<file path="src/design/hjd_pkg.sv">
// ----------------------------------------------------------------------------
// hjd_pkg
// Shared types and constants for the headset jack detector: item structs,
// configuration register map, jack kind and button event codes.
// ----------------------------------------------------------------------------
`default_nettype none

package hjd_pkg;

  localparam int unsigned TimerWidthDef = 16;
  localparam int unsigned CfgTimeW      = 16;
  localparam int unsigned CfgIdxW       = 3;
  localparam int unsigned CfgDataW      = 16;

  // configuration register indexes
  typedef enum logic [CfgIdxW-1:0] {
    CFG_PLUG_DEBOUNCE   = 3'd0,
    CFG_BUTTON_DEBOUNCE = 3'd1,
    CFG_MIC_SETTLE      = 3'd2,
    CFG_PLUGGED_LEVEL   = 3'd3,
    CFG_PRESSED_LEVEL   = 3'd4
  } cfg_idx_e;

  typedef enum logic [1:0] {
    KIND_NONE   = 2'd0,
    KIND_MIC    = 2'd1,
    KIND_NO_MIC = 2'd2
  } jack_kind_e;

  typedef enum logic [1:0] {
    BTN_NONE    = 2'd0,
    BTN_PRESS   = 2'd1,
    BTN_RELEASE = 2'd2
  } btn_event_e;

  // reset values of the configuration registers
  localparam logic [CfgTimeW-1:0] PlugDebounceRst  = 16'd500;
  localparam logic [CfgTimeW-1:0] ButtonDebounceRst = 16'd80;
  localparam logic [CfgTimeW-1:0] MicSettleRst     = 16'd100;
  localparam logic                PluggedLevelRst  = 1'b1;
  localparam logic                PressedLevelRst  = 1'b0;

  // pin history after reset: not plugged, released
  localparam logic PrevDetectRst = ~PluggedLevelRst;
  localparam logic PrevHookRst   = ~PressedLevelRst;

  typedef struct packed {
    logic detect_pin;
    logic hook_pin;
  } in_item_t;

  typedef struct packed {
    logic [1:0] jack_kind;
    logic       bias_enable;
    logic       jack_changed;
    logic [1:0] button_event;
    logic       button_down;
  } out_item_t;

  typedef struct packed {
    logic [CfgTimeW-1:0] plug_debounce_ticks;
    logic [CfgTimeW-1:0] button_debounce_ticks;
    logic [CfgTimeW-1:0] mic_settle_ticks;
    logic                plugged_level;
    logic                pressed_level;
  } cfg_t;

  // next jack status handed from the plug logic to the button logic
  typedef struct packed {
    jack_kind_e kind;
    logic       bias;
    logic       changed;
    logic       mic_found;
  } jack_info_t;

  typedef struct packed {
    btn_event_e evt;
    logic       down;
  } btn_info_t;

endpackage

`default_nettype wire

</file>
<file path="src/design/hjd_cfg_regs.sv">
// ----------------------------------------------------------------------------
// hjd_cfg_regs
// Configuration register file, written through its own valid/ready channel.
// ----------------------------------------------------------------------------
`default_nettype none

module hjd_cfg_regs import hjd_pkg::*; (
  input  logic                clk_i,
  input  logic                rst_ni,
  input  logic                cfg_valid_i,
  input  logic [CfgIdxW-1:0]  cfg_index_i,
  input  logic [CfgDataW-1:0] cfg_data_i,
  output logic                cfg_ready_o,
  output cfg_t                cfg_o
);

  cfg_t cfg_q, cfg_d;

  assign cfg_ready_o = 1'b1;

  always_comb begin
    cfg_d = cfg_q;
    if (cfg_valid_i) begin
      case (cfg_idx_e'(cfg_index_i))
        CFG_PLUG_DEBOUNCE:   cfg_d.plug_debounce_ticks   = cfg_data_i[CfgTimeW-1:0];
        CFG_BUTTON_DEBOUNCE: cfg_d.button_debounce_ticks = cfg_data_i[CfgTimeW-1:0];
        CFG_MIC_SETTLE:      cfg_d.mic_settle_ticks      = cfg_data_i[CfgTimeW-1:0];
        CFG_PLUGGED_LEVEL:   cfg_d.plugged_level         = cfg_data_i[0];
        CFG_PRESSED_LEVEL:   cfg_d.pressed_level         = cfg_data_i[0];
        default: ;  // unmapped index, write dropped
      endcase
    end
  end

  always_ff @(posedge clk_i or negedge rst_ni) begin
    if (!rst_ni) begin
      cfg_q.plug_debounce_ticks   <= PlugDebounceRst;
      cfg_q.button_debounce_ticks <= ButtonDebounceRst;
      cfg_q.mic_settle_ticks      <= MicSettleRst;
      cfg_q.plugged_level         <= PluggedLevelRst;
      cfg_q.pressed_level         <= PressedLevelRst;
    end else begin
      cfg_q <= cfg_d;
    end
  end

  assign cfg_o = cfg_q;

endmodule

`default_nettype wire

</file>
<file path="src/design/hjd_jack_ctrl.sv">
// ----------------------------------------------------------------------------
// hjd_jack_ctrl
// Plug debounce, mic bias control and microphone settle test.
// ----------------------------------------------------------------------------
`default_nettype none

module hjd_jack_ctrl import hjd_pkg::*; #(
  parameter int unsigned TimerWidth = TimerWidthDef
) (
  input  logic       clk_i,
  input  logic       rst_ni,
  input  logic       step_i,
  input  in_item_t   item_i,
  input  cfg_t       cfg_i,
  output jack_info_t info_o
);

  localparam int unsigned LoadW = (TimerWidth > CfgTimeW) ? TimerWidth : CfgTimeW;
  localparam logic [LoadW-1:0] TimerMax = LoadW'({TimerWidth{1'b1}});

  jack_kind_e            jack_q, jack_d;
  logic [TimerWidth-1:0] plug_cnt_q, plug_cnt_d;
  logic [TimerWidth-1:0] settle_cnt_q, settle_cnt_d;
  logic                  plug_armed_q, plug_armed_d;
  logic                  settling_q, settling_d;
  logic                  prev_detect_q;
  logic                  bias_q, bias_d;

  logic [LoadW-1:0]      plug_ext, settle_ext;
  logic [TimerWidth-1:0] plug_load, settle_load;
  logic                  none, plugged, start, fin;

  // load values saturate at the counter range, debounce of zero acts as one
  always_comb begin
    plug_ext = LoadW'(cfg_i.plug_debounce_ticks);
    if (plug_ext == '0) begin
      plug_ext = LoadW'(1);
    end
    if (plug_ext > TimerMax) begin
      plug_ext = TimerMax;
    end
    settle_ext = LoadW'(cfg_i.mic_settle_ticks);
    if (settle_ext > TimerMax) begin
      settle_ext = TimerMax;
    end
    plug_load   = plug_ext[TimerWidth-1:0];
    settle_load = settle_ext[TimerWidth-1:0];
  end

  always_comb begin
    jack_d       = jack_q;
    plug_cnt_d   = plug_cnt_q;
    plug_armed_d = plug_armed_q;
    settle_cnt_d = settle_cnt_q;
    settling_d   = settling_q;
    bias_d       = bias_q;
    start        = 1'b0;
    fin          = 1'b0;
    none         = (jack_q == KIND_NONE);
    plugged      = (item_i.detect_pin == cfg_i.plugged_level);

    if ((item_i.detect_pin != prev_detect_q) && (none == plugged)) begin
      plug_armed_d = 1'b1;
      plug_cnt_d   = plug_load;
    end else if (plug_armed_q) begin
      plug_cnt_d = plug_cnt_q - 1'b1;
      if (plug_cnt_d == '0) begin
        plug_armed_d = 1'b0;
        if (!plugged) begin
          if (!none) begin
            // removal
            jack_d       = KIND_NONE;
            bias_d       = 1'b0;
            settling_d   = 1'b0;
            settle_cnt_d = '0;
          end
        end else if (none) begin
          // insertion, restarts a running settle
          bias_d       = 1'b1;
          start        = 1'b1;
          settle_cnt_d = settle_load;
          if (settle_load == '0) begin
            fin = 1'b1;
          end else begin
            settling_d = 1'b1;
          end
        end
      end
    end

    if (settling_d && !start) begin
      settle_cnt_d = settle_cnt_q - 1'b1;
      if (settle_cnt_d == '0) begin
        fin = 1'b1;
      end
    end

    if (fin) begin
      settling_d   = 1'b0;
      settle_cnt_d = '0;
      if (!plugged) begin
        bias_d = 1'b0;
      end else if (item_i.hook_pin == cfg_i.pressed_level) begin
        jack_d = KIND_NO_MIC;
        bias_d = 1'b0;
      end else begin
        jack_d = KIND_MIC;
      end
    end
  end

  always_ff @(posedge clk_i or negedge rst_ni) begin
    if (!rst_ni) begin
      jack_q        <= KIND_NONE;
      plug_cnt_q    <= '0;
      plug_armed_q  <= 1'b0;
      settle_cnt_q  <= '0;
      settling_q    <= 1'b0;
      prev_detect_q <= PrevDetectRst;
      bias_q        <= 1'b0;
    end else if (step_i) begin
      jack_q        <= jack_d;
      plug_cnt_q    <= plug_cnt_d;
      plug_armed_q  <= plug_armed_d;
      settle_cnt_q  <= settle_cnt_d;
      settling_q    <= settling_d;
      prev_detect_q <= item_i.detect_pin;
      bias_q        <= bias_d;
    end
  end

  assign info_o.kind      = jack_d;
  assign info_o.bias      = bias_d;
  assign info_o.changed   = (jack_d != jack_q);
  assign info_o.mic_found = fin && plugged;

endmodule

`default_nettype wire

</file>
<file path="src/design/hjd_button_ctrl.sv">
// ----------------------------------------------------------------------------
// hjd_button_ctrl
// Hook button debounce and press/release reporting in microphone state.
// ----------------------------------------------------------------------------
`default_nettype none

module hjd_button_ctrl import hjd_pkg::*; #(
  parameter int unsigned TimerWidth = TimerWidthDef
) (
  input  logic       clk_i,
  input  logic       rst_ni,
  input  logic       step_i,
  input  in_item_t   item_i,
  input  cfg_t       cfg_i,
  input  jack_info_t jack_i,
  output btn_info_t  btn_o
);

  localparam int unsigned LoadW = (TimerWidth > CfgTimeW) ? TimerWidth : CfgTimeW;
  localparam logic [LoadW-1:0] TimerMax = LoadW'({TimerWidth{1'b1}});

  logic [TimerWidth-1:0] btn_cnt_q, btn_cnt_d;
  logic                  btn_armed_q, btn_armed_d;
  logic                  prev_hook_q;
  logic                  held_q, held_d;
  btn_event_e            evt;

  logic [LoadW-1:0]      btn_ext;
  logic [TimerWidth-1:0] btn_load;
  logic                  prev_hook;

  always_comb begin
    btn_ext = LoadW'(cfg_i.button_debounce_ticks);
    if (btn_ext == '0) begin
      btn_ext = LoadW'(1);
    end
    if (btn_ext > TimerMax) begin
      btn_ext = TimerMax;
    end
    btn_load = btn_ext[TimerWidth-1:0];
  end

  always_comb begin
    btn_cnt_d   = btn_cnt_q;
    btn_armed_d = btn_armed_q;
    held_d      = held_q;
    evt         = BTN_NONE;
    // a fresh microphone test takes the current hook level as history
    prev_hook   = jack_i.mic_found ? item_i.hook_pin : prev_hook_q;
    if (jack_i.mic_found) begin
      btn_cnt_d   = '0;
      btn_armed_d = 1'b0;
    end

    if (jack_i.kind == KIND_MIC) begin
      if (item_i.hook_pin != prev_hook) begin
        btn_armed_d = 1'b1;
        btn_cnt_d   = btn_load;
      end else if (btn_armed_d) begin
        btn_cnt_d = btn_cnt_d - 1'b1;
        if (btn_cnt_d == '0) begin
          btn_armed_d = 1'b0;
          if (item_i.hook_pin == cfg_i.pressed_level) begin
            held_d = 1'b1;
            evt    = BTN_PRESS;
          end else begin
            held_d = 1'b0;
            evt    = BTN_RELEASE;
          end
        end
      end
    end else begin
      // held only survives in microphone state, removal clears it
      btn_armed_d = 1'b0;
      btn_cnt_d   = '0;
      held_d      = 1'b0;
    end
  end

  always_ff @(posedge clk_i or negedge rst_ni) begin
    if (!rst_ni) begin
      btn_cnt_q   <= '0;
      btn_armed_q <= 1'b0;
      prev_hook_q <= PrevHookRst;
      held_q      <= 1'b0;
    end else if (step_i) begin
      btn_cnt_q   <= btn_cnt_d;
      btn_armed_q <= btn_armed_d;
      prev_hook_q <= item_i.hook_pin;
      held_q      <= held_d;
    end
  end

  assign btn_o.evt  = evt;
  assign btn_o.down = held_d;

endmodule

`default_nettype wire

</file>
<file path="src/design/headset_jack_detector_unit.sv">
// ----------------------------------------------------------------------------
// headset_jack_detector_unit
// Headset jack detection with mic bias control and hook button reporting.
// ----------------------------------------------------------------------------
// Usage:
//   Each input item is one tick with the sampled detect and hook pin levels;
//   each tick gives exactly one result item with the jack kind, bias enable,
//   a kind-changed flag, a button event and the current button state.
//   Channels: in (in_valid_i/in_ready_o/in_item_i), out (out_valid_o/
//   out_ready_i/out_item_o), and a config write channel (cfg_valid_i/
//   cfg_ready_o/cfg_index_i/cfg_data_i) that is always ready. Write config
//   only while no item is in flight.
//   Pipeline: an item is captured in the input register, evaluated
//   combinationally, and its result is loaded into the output register
//   once it is free or drains. Throughput is one item per cycle while
//   out_ready_i is high, set by the single evaluation stage between them.
//   Stall: while the output waits, the input register holds one more item;
//   in_ready_o drops only when both registers are full and out_ready_i low.
//   Reset: state goes to nothing plugged, bias off, button released, all
//   debounce timers idle; config returns to its reset values.
// ----------------------------------------------------------------------------
`default_nettype none

module headset_jack_detector_unit import hjd_pkg::*; #(
  parameter int unsigned TIMER_WIDTH = TimerWidthDef
) (
  input  logic                clk_i,
  input  logic                rst_ni,
  input  logic                in_valid_i,
  output logic                in_ready_o,
  input  in_item_t            in_item_i,
  output logic                out_valid_o,
  input  logic                out_ready_i,
  output out_item_t           out_item_o,
  input  logic                cfg_valid_i,
  output logic                cfg_ready_o,
  input  logic [CfgIdxW-1:0]  cfg_index_i,
  input  logic [CfgDataW-1:0] cfg_data_i
);

  logic       s1_valid_q;
  in_item_t   s1_item_q;
  logic       out_valid_q;
  out_item_t  out_item_q;
  logic       step;
  cfg_t       cfg;
  jack_info_t jack_info;
  btn_info_t  btn_info;

  // the held item moves on whenever the output register is free or drains
  assign step       = s1_valid_q && (!out_valid_q || out_ready_i);
  assign in_ready_o = !s1_valid_q || step;

  hjd_cfg_regs u_cfg (
    .clk_i       (clk_i),
    .rst_ni      (rst_ni),
    .cfg_valid_i (cfg_valid_i),
    .cfg_index_i (cfg_index_i),
    .cfg_data_i  (cfg_data_i),
    .cfg_ready_o (cfg_ready_o),
    .cfg_o       (cfg)
  );

  hjd_jack_ctrl #(
    .TimerWidth (TIMER_WIDTH)
  ) u_jack (
    .clk_i  (clk_i),
    .rst_ni (rst_ni),
    .step_i (step),
    .item_i (s1_item_q),
    .cfg_i  (cfg),
    .info_o (jack_info)
  );

  hjd_button_ctrl #(
    .TimerWidth (TIMER_WIDTH)
  ) u_button (
    .clk_i  (clk_i),
    .rst_ni (rst_ni),
    .step_i (step),
    .item_i (s1_item_q),
    .cfg_i  (cfg),
    .jack_i (jack_info),
    .btn_o  (btn_info)
  );

  always_ff @(posedge clk_i or negedge rst_ni) begin
    if (!rst_ni) begin
      s1_valid_q  <= 1'b0;
      out_valid_q <= 1'b0;
    end else begin
      if (in_ready_o) begin
        s1_valid_q <= in_valid_i;
      end
      if (step) begin
        out_valid_q <= 1'b1;
      end else if (out_ready_i) begin
        out_valid_q <= 1'b0;
      end
    end
  end

  always_ff @(posedge clk_i) begin
    if (in_valid_i && in_ready_o) begin
      s1_item_q <= in_item_i;
    end
    if (step) begin
      out_item_q.jack_kind    <= jack_info.kind;
      out_item_q.bias_enable  <= jack_info.bias;
      out_item_q.jack_changed <= jack_info.changed;
      out_item_q.button_event <= btn_info.evt;
      out_item_q.button_down  <= btn_info.down;
    end
  end

  assign out_valid_o = out_valid_q;
  assign out_item_o  = out_item_q;

endmodule

`default_nettype wire

</file>
<file path="config.mk">
export PLATFORM = sky130hd
export DESIGN_NAME = headset_jack_detector_unit
export DESIGN_NICKNAME = d
export VERILOG_FILES = /design/src/design/hjd_pkg.sv /design/src/design/hjd_cfg_regs.sv /design/src/design/hjd_jack_ctrl.sv /design/src/design/hjd_button_ctrl.sv /design/src/design/headset_jack_detector_unit.sv
export SDC_FILE = /design/constraint.sdc
export NUM_CORES = 1
export LEC_CHECK = 0
export BUFFER_PORTS_ARGS = -buffer_cell sky130_fd_sc_hd__buf_2
export CORE_ASPECT_RATIO = 0.7
export CORE_UTILIZATION = 65
export CTS_CLUSTER_SIZE = 30
export DETAILED_ROUTE_END_ITERATION = 16
export GPL_TIMING_DRIVEN = 0
export PLACE_DENSITY = 0.84
export SLEW_MARGIN = 20
export SYNTH_ARGS = -nofsm -noshare
export SYNTH_HDL_FRONTEND = slang
export SYNTH_HIERARCHICAL = 1
export SYNTH_SLANG_ARGS = --single-unit
</file>
<file path="constraint.sdc">
create_clock -name clk_i -period 16.3 [get_ports clk_i]
set_clock_uncertainty 0.05 [all_clocks]
set_input_delay 2.445 -clock clk_i [delete_from_list [all_inputs] [get_ports clk_i]]
set_output_delay 2.445 -clock clk_i [all_outputs]
set_load 0.1 [all_outputs]
</file>
==> impl_results.md <==
- Status: complete, no violations
- DP HPWL: 15.32 mm
- CTS sink count: 118
- WL per Instance: 22.21 um
- Vias in the first global route: 6417
- Total GRT Usage: 39.01%
- Hold Fails Final Rpt: 0
- Layout fillers: 721
- Pwr dens: 183.6 nW/um2
- Pin count of the biggest net entering global routing: 85
- Number of nets in the layout: 839
- Drt total wl: 21.43 mm
- Combinational share of power: 44.7%
- Avg Cell Area, Syn: 9.668 um2
- Clock Pin Slew Worst Setup and Hold Paths: 60 ps
- Die width: 128.2 um
- Most frequent cells in the layout: dfrtp_1 (96), o21ai_0 (71), mux2_2 (53)
- Layout cell share with drive strength beyond 1: 22.89%
- First-pass GRT wire length: 34.49 mm
- Overflow after GRT: 0
- Vert. Die Dim: 90.37 um
- Register area: 3014 um2
- Post-synth top flop: dfrtp_1
- CP endpoint kind: register
- Max cap viols: 0
- RSZ-0062 raised after global routing: false
- Post-synth ARST share: 92.37%
- Post-cts resize count: 0
- Initial antenna violation count: 0
- Drt pass-1 iters: 6
- Row count: 31
- Critical Path RT: 16430 ps
- Number of CTS-inserted buffers: 17
- Worst vdd rail ir drop: 0.1211 mV
- Sequential power share: 31.9%
- Root Buffer Master: clkbuf_16
- Sequential-to-total area share from yosys stat: 41.57%
- Total Power: 1.506 mW
- Hold Path Class: register to register
- CTS tree: done
- Switching share of power: 44.01%
- Area occupied by multi-input gates: 3871 um2
- Critical Path Fanout Max: 11
- Starting density of the core: 68.47%
- Die area: 11590 um2
- H-Tree Level Count: 4
- EDFF count, synth: 9
- Final Max Slew Viols: 0
- Net Switching: 662.7 uW
- Kind of start point of the critical path: register
- # setup viols final: 0
- Most common cell after layout, fill and taps aside: dfrtp_1
- Num ports: 36
- Distinct cells, synth: 89
- Post-layout min period: 6560 ps
- Number of synthesis warnings: 6
- Synth Register Bits: 118
- Worst slew margin: 37.59%
- Antenna-violating nets left: 0
- CTS Buffer Depth: 2
- Worst skew pair latency: 420 ps
- Final hold slack: 484.1 ps
- Core area: 10590 um2
- CP Class: register to register
- Clock power share: 23.3%
- Port Buffers: 34
- Int Pwr: 843.1 uW
- Crit path DAT: 6690 ps
- Post-Route Setup TNS: 0 ps
- Antenna fix cells: 0
- Layout overhead on the synthesized area: 13.08%
- Syn Inst Count: 750
- Cts hold-fix bufs: 0
- Worst Tran Pin Value: 926.3 ps
- Synthesized cell area: 7251 um2
- Post-CTS Setup Inserts: 0
- Mapped Nets: 785
- Tcrit/Tclk final: 40.24%
- Max Clock Freq: 152.4 MHz
- LEAKAGE: 3.334 nW
- DR DRC count: 0
- GPL Wtd Cong: 1.025
- 1st-iter DRT viols: 1028
- Vias post-DR: 6787
- Vias/cell: 7.033
==> cell type report <==
class	instances	area share, %
multi-input cells	563	47.22
flip-flops and latches	118	36.76
clock buffers	17	5.188
plain buffers	46	3.479
repair buffers	35	2.487
well taps	148	2.259
clock inverters	15	1.557
inverters	23	1.053
==> logic make-up (layout without fill, tap and decap cells) <==
kind of cell               Yosys count  count (layout)  share of synthesized area [%]
and+or+nand+nor                    272             272                          21.95
AOI/OAI and AO/OA                  203             203                          18.24
DFF                                118             118                          41.57
buffers and inverters               69             136                          5.125
muxes                               64              64                          9.819
xor gates and xnor gates            14              14                          1.691
adders and majority gates            9               9                          1.553
other                                1               1                        0.05172
==> worst max-delay path, stage by stage (launching register included) <==
cell and delay, ps:
dfstp_2 580, xor2_1 390, inv_1 200, clkbuf_1 310
ha_1 370, nand2_1 220, nand2_1 170, nor3_1 300
nand3_1 270, o211ai_1 340, buf_6 200, nand2_1 100
inv_1 100, clkbuf_1 420, buf_6 230, nand2b_1 140
ha_1 190, clkbuf_1 380, a21oi_1 160, nor4_1 450
o211ai_2 230, nor3b_1 280, o21bai_1 90, buf_4 130
==> stage by stage <==
step,utilization (%),cells,cell area (um2),setup WS (ps)
after floorplan,-,750,7251,10930
after global placement,71.83,932,7606,10150
after detailed placement,72.15,933,7640,10030
after CTS,77.37,965,8193,9950
after global routing,77.43,965,8199,9359
final,77.43,965,8199,9740
==> Yosys cell counts (all sizes together) (5+ instances only) <==
library cell	count	area share, %
clkbuf	26	1.3
ha	9	1.6
or4b	6	0.88
nor3	33	2.3
or2	5	0.43
a31oi	8	0.69
a21oi	41	2.9
nand2b	9	0.78
and2	7	0.64
a22o	12	1.4
or3	9	0.79
mux2	54	8.4
o2bb2ai	11	1.3
nor4	36	3.4
inv	22	1.1
xor2	9	1.1
dfstp	13	4.7
o22ai	8	0.69
mux2i	10	1.4
buf	20	2.6
dfrtp	96	33
nor2	52	2.8
or4	9	1.1
o21ai	74	5.1
nand4	6	0.52
a22oi	7	0.79
nand2	52	2.7
nand3	13	0.97
xnor2	5	0.60
nor3b	6	0.69
edfxtp	9	3.7
nor4b	9	1.5
==> power groups by stage <==
stage                     sequential, mW  combinational (mW)  clock, mW
final                              0.481               0.674      0.351
after global routing               0.489               0.722      0.367
after CTS                          0.474               0.646      0.353
after detailed placement           0.477               0.634          0
after global placement             0.472               0.614          0
after floorplan                    0.461               0.475          0
==> registers in the layout (all words and copies together) (netlist names) <==
signal,cells
u_button/held_q,1
u_jack/bias_q,1
out_valid_o,1
u_cfg/cfg_o,50
u_jack/jack_q,2
s1_valid_q,1
out_item_o,7
u_jack/settling_q,1
s1_item_q,2
u_button/prev_hook_q,1
u_button/btn_armed_q,1
u_jack/plug_armed_q,1
u_jack/settle_cnt_q,16
u_jack/prev_detect_q,1
u_jack/plug_cnt_q,16
u_button/btn_cnt_q,16
==> worst paths after layout <==
path / start / to / slack [ps] / cells after the start
setup / recovery: u_cfg/cfg_o[1] / out_item_o[0] / 9740 / 23
hold / removal: u_cfg/cfg_o[18] / u_cfg/cfg_o[18] / 480 / 1
setup reg to reg: u_cfg/cfg_o[1] / out_item_o[0] / 9740 / 23
hold reg to reg: u_cfg/cfg_o[18] / u_cfg/cfg_o[18] / 480 / 1
max in group asynchronous: rst_ni / u_cfg/cfg_o[41] / 13640 / 2
min in group asynchronous: rst_ni / u_jack/settle_cnt_q[4] / 1840 / 1
==> per-layer routing <==
| layer | vias to the layer above | GRT usage, % | share of wire, % |
|---|---|---|---|
| li1 | 2938 | - | - |
| met1 | 3262 | 57.99 | 42 |
| met2 | 524 | 54.14 | 41 |
| met3 | 63 | 12.44 | 14 |
| met4 | 0 | 10.88 | 2.0 |
| met5 | - | 0 | 0 |
Note: power is estimated with default switching activity, not from simulation.
